==> config.mk <==
export PLATFORM = sky130hd
export DESIGN_NAME = button_hold_slot_launcher
export DESIGN_NICKNAME = d
export VERILOG_FILES = /design/src/rtl/bhsl_pkg.sv /design/src/rtl/bhsl_cfg.sv /design/src/rtl/bhsl_step.sv /design/src/rtl/button_hold_slot_launcher.sv
export SDC_FILE = /design/constraint.sdc
export NUM_CORES = 1
export LEC_CHECK = 0
export ABC_AREA = 0
export ABC_CLOCK_PERIOD_IN_PS = 6800
export BUFFER_PORTS_ARGS = -buffer_cell sky130_fd_sc_hd__buf_4
export CAP_MARGIN = 20
export CORE_MARGIN = 1.5
export CORE_UTILIZATION = 55
export CTS_BUF_LIST = sky130_fd_sc_hd__clkbuf_8
export DETAILED_ROUTE_END_ITERATION = 16
export GPL_ROUTABILITY_DRIVEN = 0
export GPL_TIMING_DRIVEN = 0
export MAX_ROUTING_LAYER = met4
export PLACE_DENSITY = 0.73
export SLEW_MARGIN = 20
export SYNTH_ARGS = -nofsm -noshare
export SYNTH_HDL_FRONTEND = slang
export SYNTH_HIERARCHICAL = 1
export SYNTH_SLANG_ARGS = --single-unit
==> constraint.sdc <==
create_clock -name clk -period 6.8 [get_ports clk]
set_clock_uncertainty 0.15 [all_clocks]
set_input_delay 0.68 -clock clk [delete_from_list [all_inputs] [get_ports clk]]
set_output_delay 0.68 -clock clk [all_outputs]
set_load 0.01 [all_outputs]
==> src/rtl/bhsl_pkg.sv <==
package bhsl_pkg;

    localparam int CNT_W     = 16;
    localparam int SLOT_W    = 3;
    localparam int LED_W     = 4;
    localparam int CFG_IDX_W = 2;
    localparam int CFG_DAT_W = 16;

    localparam logic [CNT_W-1:0] CNT_MAX = {CNT_W{1'b1}};

    // register indexes
    localparam logic [CFG_IDX_W-1:0] REG_HOLD_MIN   = 2'd0;
    localparam logic [CFG_IDX_W-1:0] REG_LAUNCH_MAX = 2'd1;
    localparam logic [CFG_IDX_W-1:0] REG_DFU_HOLD   = 2'd2;
    localparam logic [CFG_IDX_W-1:0] REG_IDLE_LIMIT = 2'd3;

    localparam logic [CNT_W-1:0] HOLD_MIN_RST   = 16'd30;
    localparam logic [CNT_W-1:0] LAUNCH_MAX_RST = 16'd150;
    localparam logic [CNT_W-1:0] DFU_HOLD_RST   = 16'd300;
    localparam logic [CNT_W-1:0] IDLE_LIMIT_RST = 16'd1500;

    // LED patterns
    localparam logic [LED_W-1:0] LED_OFF   = 4'h0;
    localparam logic [LED_W-1:0] LED_ARMED = 4'h7;
    localparam logic [LED_W-1:0] LED_LONG  = 4'h8;

    typedef struct packed {
        logic button_level;
        logic host_activity;
    } in_word_t;

    typedef struct packed {
        logic [LED_W-1:0]  led_pattern;
        logic              launch_pulse;
        logic [SLOT_W-1:0] launch_slot;
        logic              dfu_request;
        logic              fade_start;
        logic              restore_start;
    } out_word_t;

    typedef struct packed {
        logic [CNT_W-1:0] hold_min_samples;
        logic [CNT_W-1:0] launch_max_samples;
        logic [CNT_W-1:0] dfu_hold_samples;
        logic [CNT_W-1:0] idle_limit_samples;
    } cfg_t;

    typedef struct packed {
        logic [SLOT_W-1:0] slot_sel;
        logic              prev_pressed;
        logic [CNT_W-1:0]  press_count;
        logic [CNT_W-1:0]  idle_count;
        logic              faded_flag;
        logic              swallow_flag;
    } state_t;

    function automatic logic [CNT_W-1:0] sat_inc(input logic [CNT_W-1:0] v);
        sat_inc = (v == CNT_MAX) ? v : v + 1'b1;
    endfunction

endpackage

==> src/rtl/bhsl_cfg.sv <==
module bhsl_cfg (
    input  logic                               clk,
    input  logic                               rst_n,
    input  logic                               we,
    input  logic [bhsl_pkg::CFG_IDX_W-1:0]     index,
    input  logic [bhsl_pkg::CFG_DAT_W-1:0]     data,
    output bhsl_pkg::cfg_t                     cfg
);

    bhsl_pkg::cfg_t cfg_reg;
    bhsl_pkg::cfg_t cfg_next;

    always_comb
    begin
        cfg_next = cfg_reg;
        if (we)
        begin
            case (index)
                bhsl_pkg::REG_HOLD_MIN:   cfg_next.hold_min_samples   = data;
                bhsl_pkg::REG_LAUNCH_MAX: cfg_next.launch_max_samples = data;
                bhsl_pkg::REG_DFU_HOLD:   cfg_next.dfu_hold_samples   = data;
                bhsl_pkg::REG_IDLE_LIMIT: cfg_next.idle_limit_samples = data;
                default:                  cfg_next = cfg_reg;
            endcase
        end
    end

    always_ff @(posedge clk or negedge rst_n)
    begin
        if (!rst_n)
        begin
            cfg_reg.hold_min_samples   <= bhsl_pkg::HOLD_MIN_RST;
            cfg_reg.launch_max_samples <= bhsl_pkg::LAUNCH_MAX_RST;
            cfg_reg.dfu_hold_samples   <= bhsl_pkg::DFU_HOLD_RST;
            cfg_reg.idle_limit_samples <= bhsl_pkg::IDLE_LIMIT_RST;
        end
        else
        begin
            cfg_reg <= cfg_next;
        end
    end

    assign cfg = cfg_reg;

endmodule

==> src/rtl/bhsl_step.sv <==
module bhsl_step (
    input  bhsl_pkg::cfg_t     cfg,
    input  bhsl_pkg::state_t   state,
    input  bhsl_pkg::in_word_t word,
    output bhsl_pkg::state_t   state_next,
    output bhsl_pkg::out_word_t result
);

    logic                          now;
    logic                          idle;
    logic [bhsl_pkg::CNT_W-1:0]    idle_cnt;
    logic [bhsl_pkg::CNT_W-1:0]    press_inc;
    logic [bhsl_pkg::CNT_W-1:0]    press_held;
    logic [bhsl_pkg::LED_W-1:0]    slot_led;

    assign now       = word.button_level;
    assign idle_cnt  = (word.button_level || word.host_activity) ? '0
                                                                  : bhsl_pkg::sat_inc(state.idle_count);
    assign idle      = (idle_cnt >= cfg.idle_limit_samples);
    assign press_inc = bhsl_pkg::sat_inc(state.press_count);
    assign press_held = state.prev_pressed ? press_inc : '0;

    always_comb
    begin
        state_next            = state;
        state_next.idle_count = idle_cnt;
        result                = '0;
        slot_led              = {1'b0, state.slot_sel};

        if (idle && !state.faded_flag)
        begin
            state_next.faded_flag = 1'b1;
            result.fade_start     = 1'b1;
            result.led_pattern    = bhsl_pkg::LED_OFF;
        end
        else if (!idle && state.faded_flag)
        begin
            // wake up; a press held now is swallowed until release
            state_next.faded_flag   = 1'b0;
            state_next.prev_pressed = 1'b0;
            state_next.swallow_flag = now;
            result.restore_start    = 1'b1;
            result.led_pattern      = slot_led;
        end
        else if (state.faded_flag)
        begin
            result.led_pattern = bhsl_pkg::LED_OFF;
        end
        else if (state.swallow_flag)
        begin
            if (!now)
            begin
                state_next.swallow_flag = 1'b0;
                state_next.prev_pressed = 1'b0;
            end
            result.led_pattern = slot_led;
        end
        else
        begin
            state_next.prev_pressed = now;
            if (now)
            begin
                state_next.press_count = press_held;
                if (press_held >= cfg.dfu_hold_samples)
                begin
                    result.dfu_request = 1'b1;
                    result.led_pattern = bhsl_pkg::LED_OFF;
                end
                else if (press_held >= cfg.launch_max_samples)
                    result.led_pattern = bhsl_pkg::LED_LONG;
                else if (press_held >= cfg.hold_min_samples)
                    result.led_pattern = bhsl_pkg::LED_ARMED;
                else
                    result.led_pattern = slot_led;
            end
            else
            begin
                result.led_pattern = slot_led;
                if (state.prev_pressed)
                begin
                    state_next.press_count = press_inc;
                    if (press_inc >= cfg.hold_min_samples &&
                        press_inc < cfg.launch_max_samples)
                        result.launch_pulse = 1'b1;
                    else if (press_inc < cfg.hold_min_samples)
                    begin
                        state_next.slot_sel = state.slot_sel + 1'b1;
                        result.led_pattern  = {1'b0, state.slot_sel + 1'b1};
                    end
                end
            end
        end

        result.launch_slot = state_next.slot_sel;
    end

endmodule

==> src/rtl/button_hold_slot_launcher.sv <==
// Button hold slot launcher: long-press detector, one sample word per handshake.
// The accepted word waits in the input register; its result is then registered into
// the result stage. Throughput: one word per cycle while out_ready stays high.
// While a finished word waits downstream the input register takes one more word,
// then in_ready drops until out_ready returns.
// Reset (rst_n, async, active low): slot 0, counters and flags cleared,
// thresholds back to 30 / 150 / 300 / 1500 samples, both stages empty.
module button_hold_slot_launcher (
    input  logic                            clk,
    input  logic                            rst_n,
    input  logic                            in_valid,
    output logic                            in_ready,
    input  bhsl_pkg::in_word_t              in_word,
    output logic                            out_valid,
    input  logic                            out_ready,
    output bhsl_pkg::out_word_t             out_word,
    input  logic                            cfg_we,
    input  logic [bhsl_pkg::CFG_IDX_W-1:0]  cfg_index,
    input  logic [bhsl_pkg::CFG_DAT_W-1:0]  cfg_data
);

    // input stage
    logic                 s1_valid_reg;
    bhsl_pkg::in_word_t   s1_word_reg;

    // result stage
    logic                 out_valid_reg;
    bhsl_pkg::out_word_t  out_word_reg;

    // detector state, updated once per word as it moves into the result stage
    bhsl_pkg::state_t     state_reg;
    bhsl_pkg::state_t     state_next;
    bhsl_pkg::out_word_t  result;
    bhsl_pkg::cfg_t       cfg;

    logic                 advance;

    bhsl_cfg u_cfg (
        .clk   (clk),
        .rst_n (rst_n),
        .we    (cfg_we),
        .index (cfg_index),
        .data  (cfg_data),
        .cfg   (cfg)
    );

    bhsl_step u_step (
        .cfg        (cfg),
        .state      (state_reg),
        .word       (s1_word_reg),
        .state_next (state_next),
        .result     (result)
    );

    // word moves forward when the result slot is empty or being drained
    assign advance  = s1_valid_reg && (!out_valid_reg || out_ready);
    assign in_ready = !s1_valid_reg || advance;

    always_ff @(posedge clk or negedge rst_n)
    begin
        if (!rst_n)
        begin
            s1_valid_reg  <= 1'b0;
            out_valid_reg <= 1'b0;
            state_reg     <= '0;
        end
        else
        begin
            if (in_ready)
                s1_valid_reg <= in_valid;
            if (advance)
            begin
                out_valid_reg <= 1'b1;
                state_reg     <= state_next;
            end
            else if (out_ready)
                out_valid_reg <= 1'b0;
        end
    end

    // payload, no reset needed
    always_ff @(posedge clk)
    begin
        if (in_valid && in_ready)
            s1_word_reg <= in_word;
        if (advance)
            out_word_reg <= result;
    end

    assign out_valid = out_valid_reg;
    assign out_word  = out_word_reg;

endmodule

==> results of run 1 <==
[power by group]
part           internal [W]  switching (W)  leakage [nW]
combinational      0.000301       0.000331          2.81
sequential         0.000837      0.0000871          1.40
clock              0.000364       0.000307         0.205
[cell families (layout without fill, tap and decap cells)]
family          Yosys count  after routing  synth area share, %
simple gates            205            205                 13.9
compound gates          133            133                 10.9
flops                   117            117                 37.6
mux                     107            107                 15.4
buf+inv                 101            170                 5.45
fa+ha+maj                89             89                 13.9
xor+xnor                 27             27                 2.95
other cells               0              1                    0
[critical path, delay by kind of cell, from the launching register on]
kind	cells	cell delay, ns
adders and majority gates	1	0.33
DFF	1	0.43
AOI/OAI and AO/OA	6	2.06
xor gates and xnor gates	1	0.15
and+or+nand+nor	8	2.16
buffers and inverters	1	0.36
muxes	1	0.27
[synth_stat cells (4+ instances only)]
library cell  number
a21o_1            15
a21oi_1           40
a22o_1             4
and2_1             4
and3_1             9
and4_1             9
buf_2              6
buf_4              4
clkbuf_1           6
dfrtp_1           85
dfstp_2           19
edfxtp_1          13
ha_1              88
inv_1             81
mux2_2            95
mux2_4             9
nand2_1           45
nand2b_1           7
nand3_1           12
nand4_1           13
nor2_1            49
nor2b_1            8
nor3_1            19
o211ai_1           8
o21a_1             5
o21ai_0           28
or2_2              4
or3_1              6
xnor2_1           13
xor2_1            14
[cell type report]
type / count / area [µm²] / share of cell area, %
multi-input cells: 561 / 4570 / 51.1
flip-flops and latches: 117 / 3020 / 33.7
inverters: 81 / 304 / 3.40
repair buffers: 37 / 282 / 3.15
clock buffers: 17 / 234 / 2.61
well taps: 180 / 225 / 2.52
clock inverters: 15 / 176 / 1.97
plain buffers: 20 / 134 / 1.50
diodes: 1 / 2.50 / 0.0280
[placed cells by master, fill, tap and decap left out, types with 7 or more instances in the layout]
cell type and count:
nand3_1 12, mux2_2 95, inv_1 82, nand2b_1 7, nand2_1 45, o21ai_0 28
edfxtp_1 13, and4_1 9, and3_1 9, nor2_1 49, dfstp_2 19, a21oi_1 40
clkbuf_8 18, a21o_1 15, nor2b_1 8, nor3_1 19, o211ai_1 8, xor2_1 14
mux2_4 9, ha_1 88, xnor2_1 13, dfrtp_1 85, buf_4 40, nand4_1 13
[metrics by stage]
stage	hold slack (ns)	setup WS [ns]	cells	util, %
floorplan	0.234	2.20	779	-
global placement	0.340	1.22	996	60.8
detailed placement	0.342	0.937	996	60.8
CTS	0.231	0.915	1028	63.7
global route	0.232	0.328	1029	63.7
finish	0.191	0.742	1029	63.7
[final timing paths]
kind                                            from                         to  slack (ns)
setup / recovery            state_reg[5]$_DFFE_PN0P_  state_reg[27]$_DFFE_PN0P_        0.74
min in group clk                          in_word[1]   s1_word_reg[1]$_DFFE_PP_        0.26
hold / removal                                 rst_n  state_reg[34]$_DFFE_PN0P_        0.19
setup reg to reg            state_reg[5]$_DFFE_PN0P_  state_reg[27]$_DFFE_PN0P_        0.74
hold reg to reg            u_cfg/cfg[23]$_DFFE_PN0P_  u_cfg/cfg[23]$_DFFE_PN0P_        0.36
max in group asynchronous                      rst_n  u_cfg/cfg[32]$_DFFE_PN0P_        5.64
[metal layers]
layer	track usage, %	up-vias
li1	-	2929
met1	33.3	2985
met2	45.3	177
met3	5.86	48
met4	9.63	0
met5	-	-
==> metrics, run 1 <==
status finished clean; Total GRT Usage 27.4%; wire per inst 18.4 µm; drc violations 0; first-pass GRT wire length 30900 µm; EDFF count, synth 13; via count 6139; worst-case reg-to-reg path depth 18; H-tree levels 4; 1st-pass router iterations 5; dpl cell area 8540 µm²; uppermost layer routed met4; hpwl dp 14600 µm; postcts setup bufs 0; cells after synthesis 779; IO Pins 38; cell area after synthesis 8030 µm²; initial drt markers 421; Die Height 124 µm; final hold viol count 0; met3 wire len 937 µm; top area cells in the synthesized netlist dfrtp_1, ha_1, mux2_2; largest net degree at the start of global routing 105; Core Region 14000 µm²; Synth Flop Type dfrtp_1; Rel. slew slack 36.2%; setup violators final 0; clk slew on worst S/H paths 0.08 ns; max reg flops 64; gr ovfl total 0; CP Launch Type flop; FP Rows 43; clock root cell clkbuf_8; Antenna Violating Nets Remaining 0; share of layout cells above drive strength 1 26.2%; Worst Tran Pin Value 0.956 ns; met2 routed WL 9170 µm; period utilization 89.1%; max frequency 0.165 GHz; Pwr Total 0.00223 W; unrepaired setup endpoints after global routing no; nets 948; worst-path cell with the longest stage delay a2111oi_0; Max-Cap Viols 0; initial core utilization 57.2%; Slew Viols, Final 0; Hold Buf Count CTS 0; vias in the first global route 6244; Synth async-reset ratio 88.9%; CP Cell Sequence and4_1 > nand4_1 > nor3_1 > nand4_1 > nor2b_1 > nand2_1 > xor2_1 > nor2_1 > ha_1 > a21o_1 > a211oi_1 > o21ai_0 > a2111oi_0 > o21ai_0 > clkbuf_1 > nand2_1 > o21ai_1 > mux2_4; Hold WC Path Type in2async; final instance area 8950 µm²; clk sink count 117; Avg Cell Area, Syn 10.3 µm²; WS Path Type reg2reg; Crit Path Max Fanout 10; M1 wire length 8290 µm; clk_lat worst skew 0.44 ns; die width 124 µm; CTS buffer count 17; Layout area overhead 11.5%; CP Capture Type flop; Avg Vias per Cell 5.97; min Tclk post-route 6.06 ns; Fin Setup TNS 0 ns; CTS resizes 0; Worst EP arrival 6.23 ns; number of library cell types mapped by synthesis 72; Pwr Density 249 nW/µm²; Bufs on Longest Clock Path 2; Warnings, synthesis 6; Syn Nets 892; Pleak 4.41 nW; dominant cell type by area after synthesis dfrtp_1; register area share after synthesis 37.6%; IO Port Bufs 37; share of the synthesized area in the top cell type 26.5%; die area 15300 µm²; Worst EP required 6.97 ns; Largest stage delay, worst path 0.75 ns; Filler cells 1120; CTS tree built; Routed WL 18900 µm; antenna violations before repair 1; #FFs+latches synth 117; Peak VDD IR 0.000207 V
No activity file was read; power rests on OpenSTA's default activity.
==> run 2, diff against run 1 <==
--- a/config.mk
+++ b/config.mk
@@ -5,7 +5,7 @@
 export SDC_FILE = /design/constraint.sdc
 export NUM_CORES = 1
 export LEC_CHECK = 0
-export ABC_AREA = 0
+export ABC_AREA = 1
 export ABC_CLOCK_PERIOD_IN_PS = 6800
 export BUFFER_PORTS_ARGS = -buffer_cell sky130_fd_sc_hd__buf_4
 export CAP_MARGIN = 20
@@ -16,7 +16,7 @@
 export GPL_ROUTABILITY_DRIVEN = 0
 export GPL_TIMING_DRIVEN = 0
 export MAX_ROUTING_LAYER = met4
-export PLACE_DENSITY = 0.73
+export PLACE_DENSITY = 0.72
 export SLEW_MARGIN = 20
 export SYNTH_ARGS = -nofsm -noshare
 export SYNTH_HDL_FRONTEND = slang
==> run 2 against run 1 <==
- the run now ends with negative hold slack left
- largest cell class unchanged
- non-clock buffer count rose by 23
- count of clock-buffer cells in the layout stayed put
- die area rose by 6.1%
- critical path type unchanged
- first-iteration DRC count is 42% higher
- total power grew 8.9%
- clock power increased by 7.2%
==> metrics, run 2 <==
met3 Resource Use GR 4.61%; Avg Cell Area, Syn 7.36 µm²; Warnings, synthesis 6; via count 7896; Pwr Density 255 nW/µm²; Fin Setup TNS 0 ns; M1 GR Usage 39.8%; CP Capture Type flop; status complete, but fails checks; Synth Flop Type dfrtp_1; cell area after synthesis 8530 µm²; IO Port Bufs 35; number of library cell types mapped by synthesis 48; largest net degree at the start of global routing 105; dominant cell type by area after synthesis dfrtp_1; drc violations 0; Min Hold Slack -0.0121 ns; Worst Tran Pin Value 0.618 ns; Worst EP required 7.04 ns; clk sink count 117; most frequent cells in the layout nand2_1, inv_1, nand3_1; antenna violations before repair 0; Routed WL 22500 µm; #FFs+latches synth 117; min Tclk post-route 4.74 ns; share of the synthesized area in the top cell type 24.9%; CTS tree built; Core Region 15200 µm²; Rel. slew slack 58.6%; Layout area overhead 11.3%; register area share after synthesis 35.4%; FF-to-FF setup slack 2.06 ns; Antenna Violating Nets Remaining 0; Slew Viols, Final 0; initial drt markers 599; Peak VDD IR 0.000191 V; Largest stage delay, worst path 0.43 ns; Avg Vias per Cell 5.58; failing checks negative hold slack; Die Height 128 µm; clk slew on worst S/H paths 0.07 ns; Antenna diodes 0; IO Pins 38; hpwl dp 17200 µm; H-tree levels 4; first-pass GRT wire length 36200 µm; WS Path Type reg2reg; postcts setup bufs 0; CP Launch Type flop; clk_lat worst skew 0.46 ns; Worst EP arrival 4.98 ns; nets 1327; FP Rows 45; synth cell count leaders nand2_1, inv_1, nand3_1; vias in the first global route 7208; Pwr Total 0.00242 W; setup violators final 0; Hold Buf Count CTS 0; initial core utilization 56.1%; CTS buffer count 17; Bufs on Longest Clock Path 2; Hold WC Path Type in2async; commonest non-fill, non-tap cell in the layout nand2_1; CTS resizes 0; 1st-pass router iterations 5; gr ovfl total 0; Syn Nets 1272; final hold viol count 18; wire per inst 15.9 µm; unrepaired setup endpoints after global routing no; GRT busiest layer met2; met2 usage 45.2%; die width 128 µm; die area 16300 µm²; EDFF count, synth 13; Max-Cap Viols 0; Pleak 5.23 nW; Total GRT Usage 29.4%; max frequency 0.211 GHz; Crit Path Max Fanout 7; cells after synthesis 1159; max reg flops 64; Synth async-reset ratio 88.9%; top area cells in the synthesized netlist dfrtp_1, nand2_1, ha_1; clock root cell clkbuf_8; most frequent cell after synthesis nand2_1; share of layout cells above drive strength 1 11.9%; period utilization 69.8%; worst-path cell with the longest stage delay nor2_1
-- run 2: area by class of cell --
cell class | count | area, µm²
flip-flops and latches | 117 | 3020
fillers | 1437 | 5700
clock buffers | 17 | 234
clock inverters | 15 | 203
inverters | 168 | 631
repair buffers | 36 | 294
plain buffers | 44 | 230
multi-input cells | 830 | 4660
well taps | 188 | 235
-- run 2: cell families after synthesis --
family | count (synthesis) | share of synthesized area, %
AOI/OAI and AO/OA | 118 | 7.89
xor gates and xnor gates | 17 | 1.83
adders and majority gates | 88 | 12.9
buffers and inverters | 212 | 10.1
DFF | 117 | 35.4
and+or+nand+nor | 607 | 31.9
-- run 2: worst paths after layout --
check,from,to,depth (start not counted)
setup / recovery,state_reg[8]$_DFFE_PN0P_,state_reg[35]$_DFFE_PN0P_,25
hold / removal,rst_n,s1_valid_reg$_DFFE_PN0P_,1
setup reg to reg,state_reg[8]$_DFFE_PN0P_,state_reg[35]$_DFFE_PN0P_,25
hold reg to reg,u_cfg/cfg[21]$_DFFE_PN1P_,u_cfg/cfg[21]$_DFFE_PN1P_,2
max in group asynchronous,rst_n,u_cfg/cfg[21]$_DFFE_PN1P_,2
min in group clk,in_word[0],s1_word_reg[0]$_DFFE_PP_,1
-- run 2: layer usage --
metal	wire (µm)	share of wire, %
met5	0	0
met4	596	2.6
met3	1180	5.2
met2	9980	44
met1	10800	48
-- run 2: report_power, final --
group	internal, W	switching [W]	leakage [nW]
Sequential	0.000832	0.0000941	1.43
Clock	0.000402	0.000317	0.219
Combinational	0.000285	0.000496	3.58
-- run 2: worst max-delay path, delay by kind of cell, from the launching register on --
family                     cells  cell delay [ns]
and+or+nand+nor               14             2.42
buffers and inverters          4             0.50
DFF                            1             0.42
AOI/OAI and AO/OA              6             0.87
adders and majority gates      1             0.31
-- run 2: per-stage QoR --
stage | hold WS (ns) | util [%] | area (µm²) | instances | setup WS [ns]
global placement | 0.300 | 59.4 | 9030 | 1382 | 2.32
CTS | 0.232 | 62.3 | 9470 | 1414 | 2.14
detailed placement | 0.303 | 59.4 | 9030 | 1382 | 2.21
finish | -0.0121 | 62.5 | 9500 | 1415 | 2.06
global route | 0.00544 | 62.5 | 9500 | 1415 | 1.53
floorplan | 0.234 | - | 8530 | 1159 | 3.11
==> run 3, diff against run 2 <==
--- a/config.mk
+++ b/config.mk
@@ -5,8 +5,8 @@
 export SDC_FILE = /design/constraint.sdc
 export NUM_CORES = 1
 export LEC_CHECK = 0
-export ABC_AREA = 1
-export ABC_CLOCK_PERIOD_IN_PS = 6800
+export ABC_AREA = 0
+export ABC_CLOCK_PERIOD_IN_PS = 4050
 export BUFFER_PORTS_ARGS = -buffer_cell sky130_fd_sc_hd__buf_4
 export CAP_MARGIN = 20
 export CORE_MARGIN = 1.5
@@ -16,7 +16,7 @@
 export GPL_ROUTABILITY_DRIVEN = 0
 export GPL_TIMING_DRIVEN = 0
 export MAX_ROUTING_LAYER = met4
-export PLACE_DENSITY = 0.72
+export PLACE_DENSITY = 0.75
 export SLEW_MARGIN = 20
 export SYNTH_ARGS = -nofsm -noshare
 export SYNTH_HDL_FRONTEND = slang
==> constraint.sdc (replaced) <==
create_clock -name clk -period 4.05 [get_ports clk]
set_clock_uncertainty 0.15 [all_clocks]
set_input_delay 0.405 -clock clk [delete_from_list [all_inputs] [get_ports clk]]
set_output_delay 0.405 -clock clk [all_outputs]
set_load 0.01 [all_outputs]
==> run 3 against run 2 <==
- worst hold slack improved by 0.064 ns
- the flow finishes with violations (negative setup slack)
- die area down 5.8%
- total power grew 62%
==> metrics, run 3 (synthesis gave the netlist of run 1 again) <==
most frequent cells in the layout mux2_2, buf_4, ha_1; Bufs on Longest Clock Path 2; IO Pins 38; unrepaired setup endpoints after global routing yes; CP Capture Type flop; die width 124 µm; wire per inst 20.1 µm; final hold viol count 0; Max-Cap Viols 0; WS Path Type reg2reg; Die Height 124 µm; antenna violations before repair 0; Total GRT Usage 29.6%; CP Cell Sequence and4_4 > nand4_1 > nor3_4 > nand4_1 > nor2b_4 > nand2_2 > xor2_1 > nor2_1 > ha_1 > a21o_1 > a21o_1 > a21oi_2 > o211ai_1 > a2111oi_4 > buf_4 > o21ai_4 > clkbuf_8 > nand2_1 > o21ai_1 > mux2_4; Slew Viols, Final 0; largest net degree at the start of global routing 105; Crit Path Max Fanout 5; failing checks negative setup slack; initial drt markers 395; Antenna Violating Nets Remaining 0; first-pass GRT wire length 33500 µm; via count 6597; Rel. slew slack 36.4%; setup violators final 29; H-tree levels 4; max reg flops 64; Worst EP required 4.25 ns; hold_sp cfg_data[11]; CTS tree built; CP Launch Point state_reg[6]$_DFFE_PN0P_; period utilization 109%; vias in the first global route 6788; drc violations 0; dpl cell area 8570 µm²; final instance area 9990 µm²; commonest non-fill, non-tap cell in the layout mux2_2; Antenna diodes 0; clk sink count 117; Pwr Density 394 nW/µm²; max frequency 0.226 GHz; hpwl dp 14500 µm; Hold WC Path Type in2reg; clk_lat worst skew 0.47 ns; worst-path cell with the longest stage delay a2111oi_4; Pleak 4.85 nW; Largest stage delay, worst path 0.43 ns; clock root cell clkbuf_8; FP Rows 43; IO Port Bufs 37; min Tclk post-route 4.43 ns; worst r2r src state_reg[6]$_DFFE_PN0P_; Core Region 14000 µm²; Peak VDD IR 0.000321 V; CTS buffer count 17; gr ovfl total 0; Setup WS post-layout -0.383 ns; die area 15300 µm²; share of layout cells above drive strength 1 40.8%; Routed WL 21700 µm; Avg Vias per Cell 6.09; clk slew on worst S/H paths 0.08 ns; CP Launch Type flop; nets 1003; status complete, but fails checks; Layout area overhead 24.5%; 1st-pass router iterations 8; initial core utilization 57.2%; Fin Setup TNS -7.52 ns; Worst Tran Pin Value 0.955 ns; Worst EP arrival 4.63 ns
run 3: routing by layer:
layer  up-vias  track usage [%]  part of all wire, %  routed length [µm]
met3        72             6.36                  5.5                1190
met4         0             12.9                  3.8                 824
met2       230             49.2                   49               10700
li1       3030                -                    -                   -
met1      3265             34.8                   41                8980
met5         -                -                    0                   0
run 3: cell type report:
class                      instances  area, µm²
fill                             941       4050
buffer                            18        150
sequential                       117       3030
tap                              180        225
clock inverter                    14        173
timing repair buffer              94        754
clock buffer                      18        248
multi-input combinational        561       5110
inverter                          81        304
run 3: path summary, 6_finish.rpt:
| check | slack (ns) | endpoint | cells past startpoint |
|---|---|---|---|
| worst max-delay path | -0.38 | state_reg[22]$_DFFE_PN0P_ | 20 |
| worst min-delay path | 0.05 | u_cfg/cfg[27]$_DFFE_PN0P_ | 2 |
| worst max register to register | -0.38 | state_reg[22]$_DFFE_PN0P_ | 20 |
| worst min register to register | 0.36 | u_cfg/cfg[38]$_DFFE_PN0P_ | 1 |
| max in group asynchronous | 2.56 | state_reg[23]$_DFFE_PN0P_ | 2 |
| min in group asynchronous | 0.45 | state_reg[35]$_DFFE_PN0P_ | 2 |
run 3: repair_timing:
item                                   in CTS  in global routing
resized for setup                          72                 71
setup endpoints to repair                  33                 33
pin swaps                                  26                 28
endpoints found under the hold margin      88                  0
hold buffers                                4                  0
gates cloned                                1                  0
setup buffers                              31                 21
run 3: metrics by stage:
step	cells	hold WS, ns	setup WS, ns	power, W	util [%]
3_3_place_gp	996	0.336	-0.874	0.00255	61.0
6_report	1083	0.0516	-0.383	0.00394	71.2
5_1_grt	1083	0.0355	-0.552	0.00417	71.2
2_1_floorplan	779	-0.0406	-0.0386	0.00229	-
4_1_cts	1062	0.0420	-0.231	0.00387	68.1
3_5_place_dp	996	0.344	-1.06	0.00261	61.1
run 3: worst max-delay path, delay by kind of cell (launching register included):
family / cells / cell delay [ns]
xor gates and xnor gates: 1 / 0.14
AOI/OAI and AO/OA: 7 / 1.27
and+or+nand+nor: 8 / 1.38
muxes: 1 / 0.27
buffers and inverters: 2 / 0.38
adders and majority gates: 1 / 0.34
DFF: 1 / 0.36
run 3: power by group:
part / leakage (nW) / internal (W) / switching (W) / total (W)
clock network: 0.217 / 0.000631 / 0.000526 / 0.00116
logic: 3.26 / 0.000592 / 0.000629 / 0.00122
registers: 1.38 / 0.00141 / 0.000156 / 0.00156
total: 4.85 / 0.00263 / 0.00131 / 0.00394
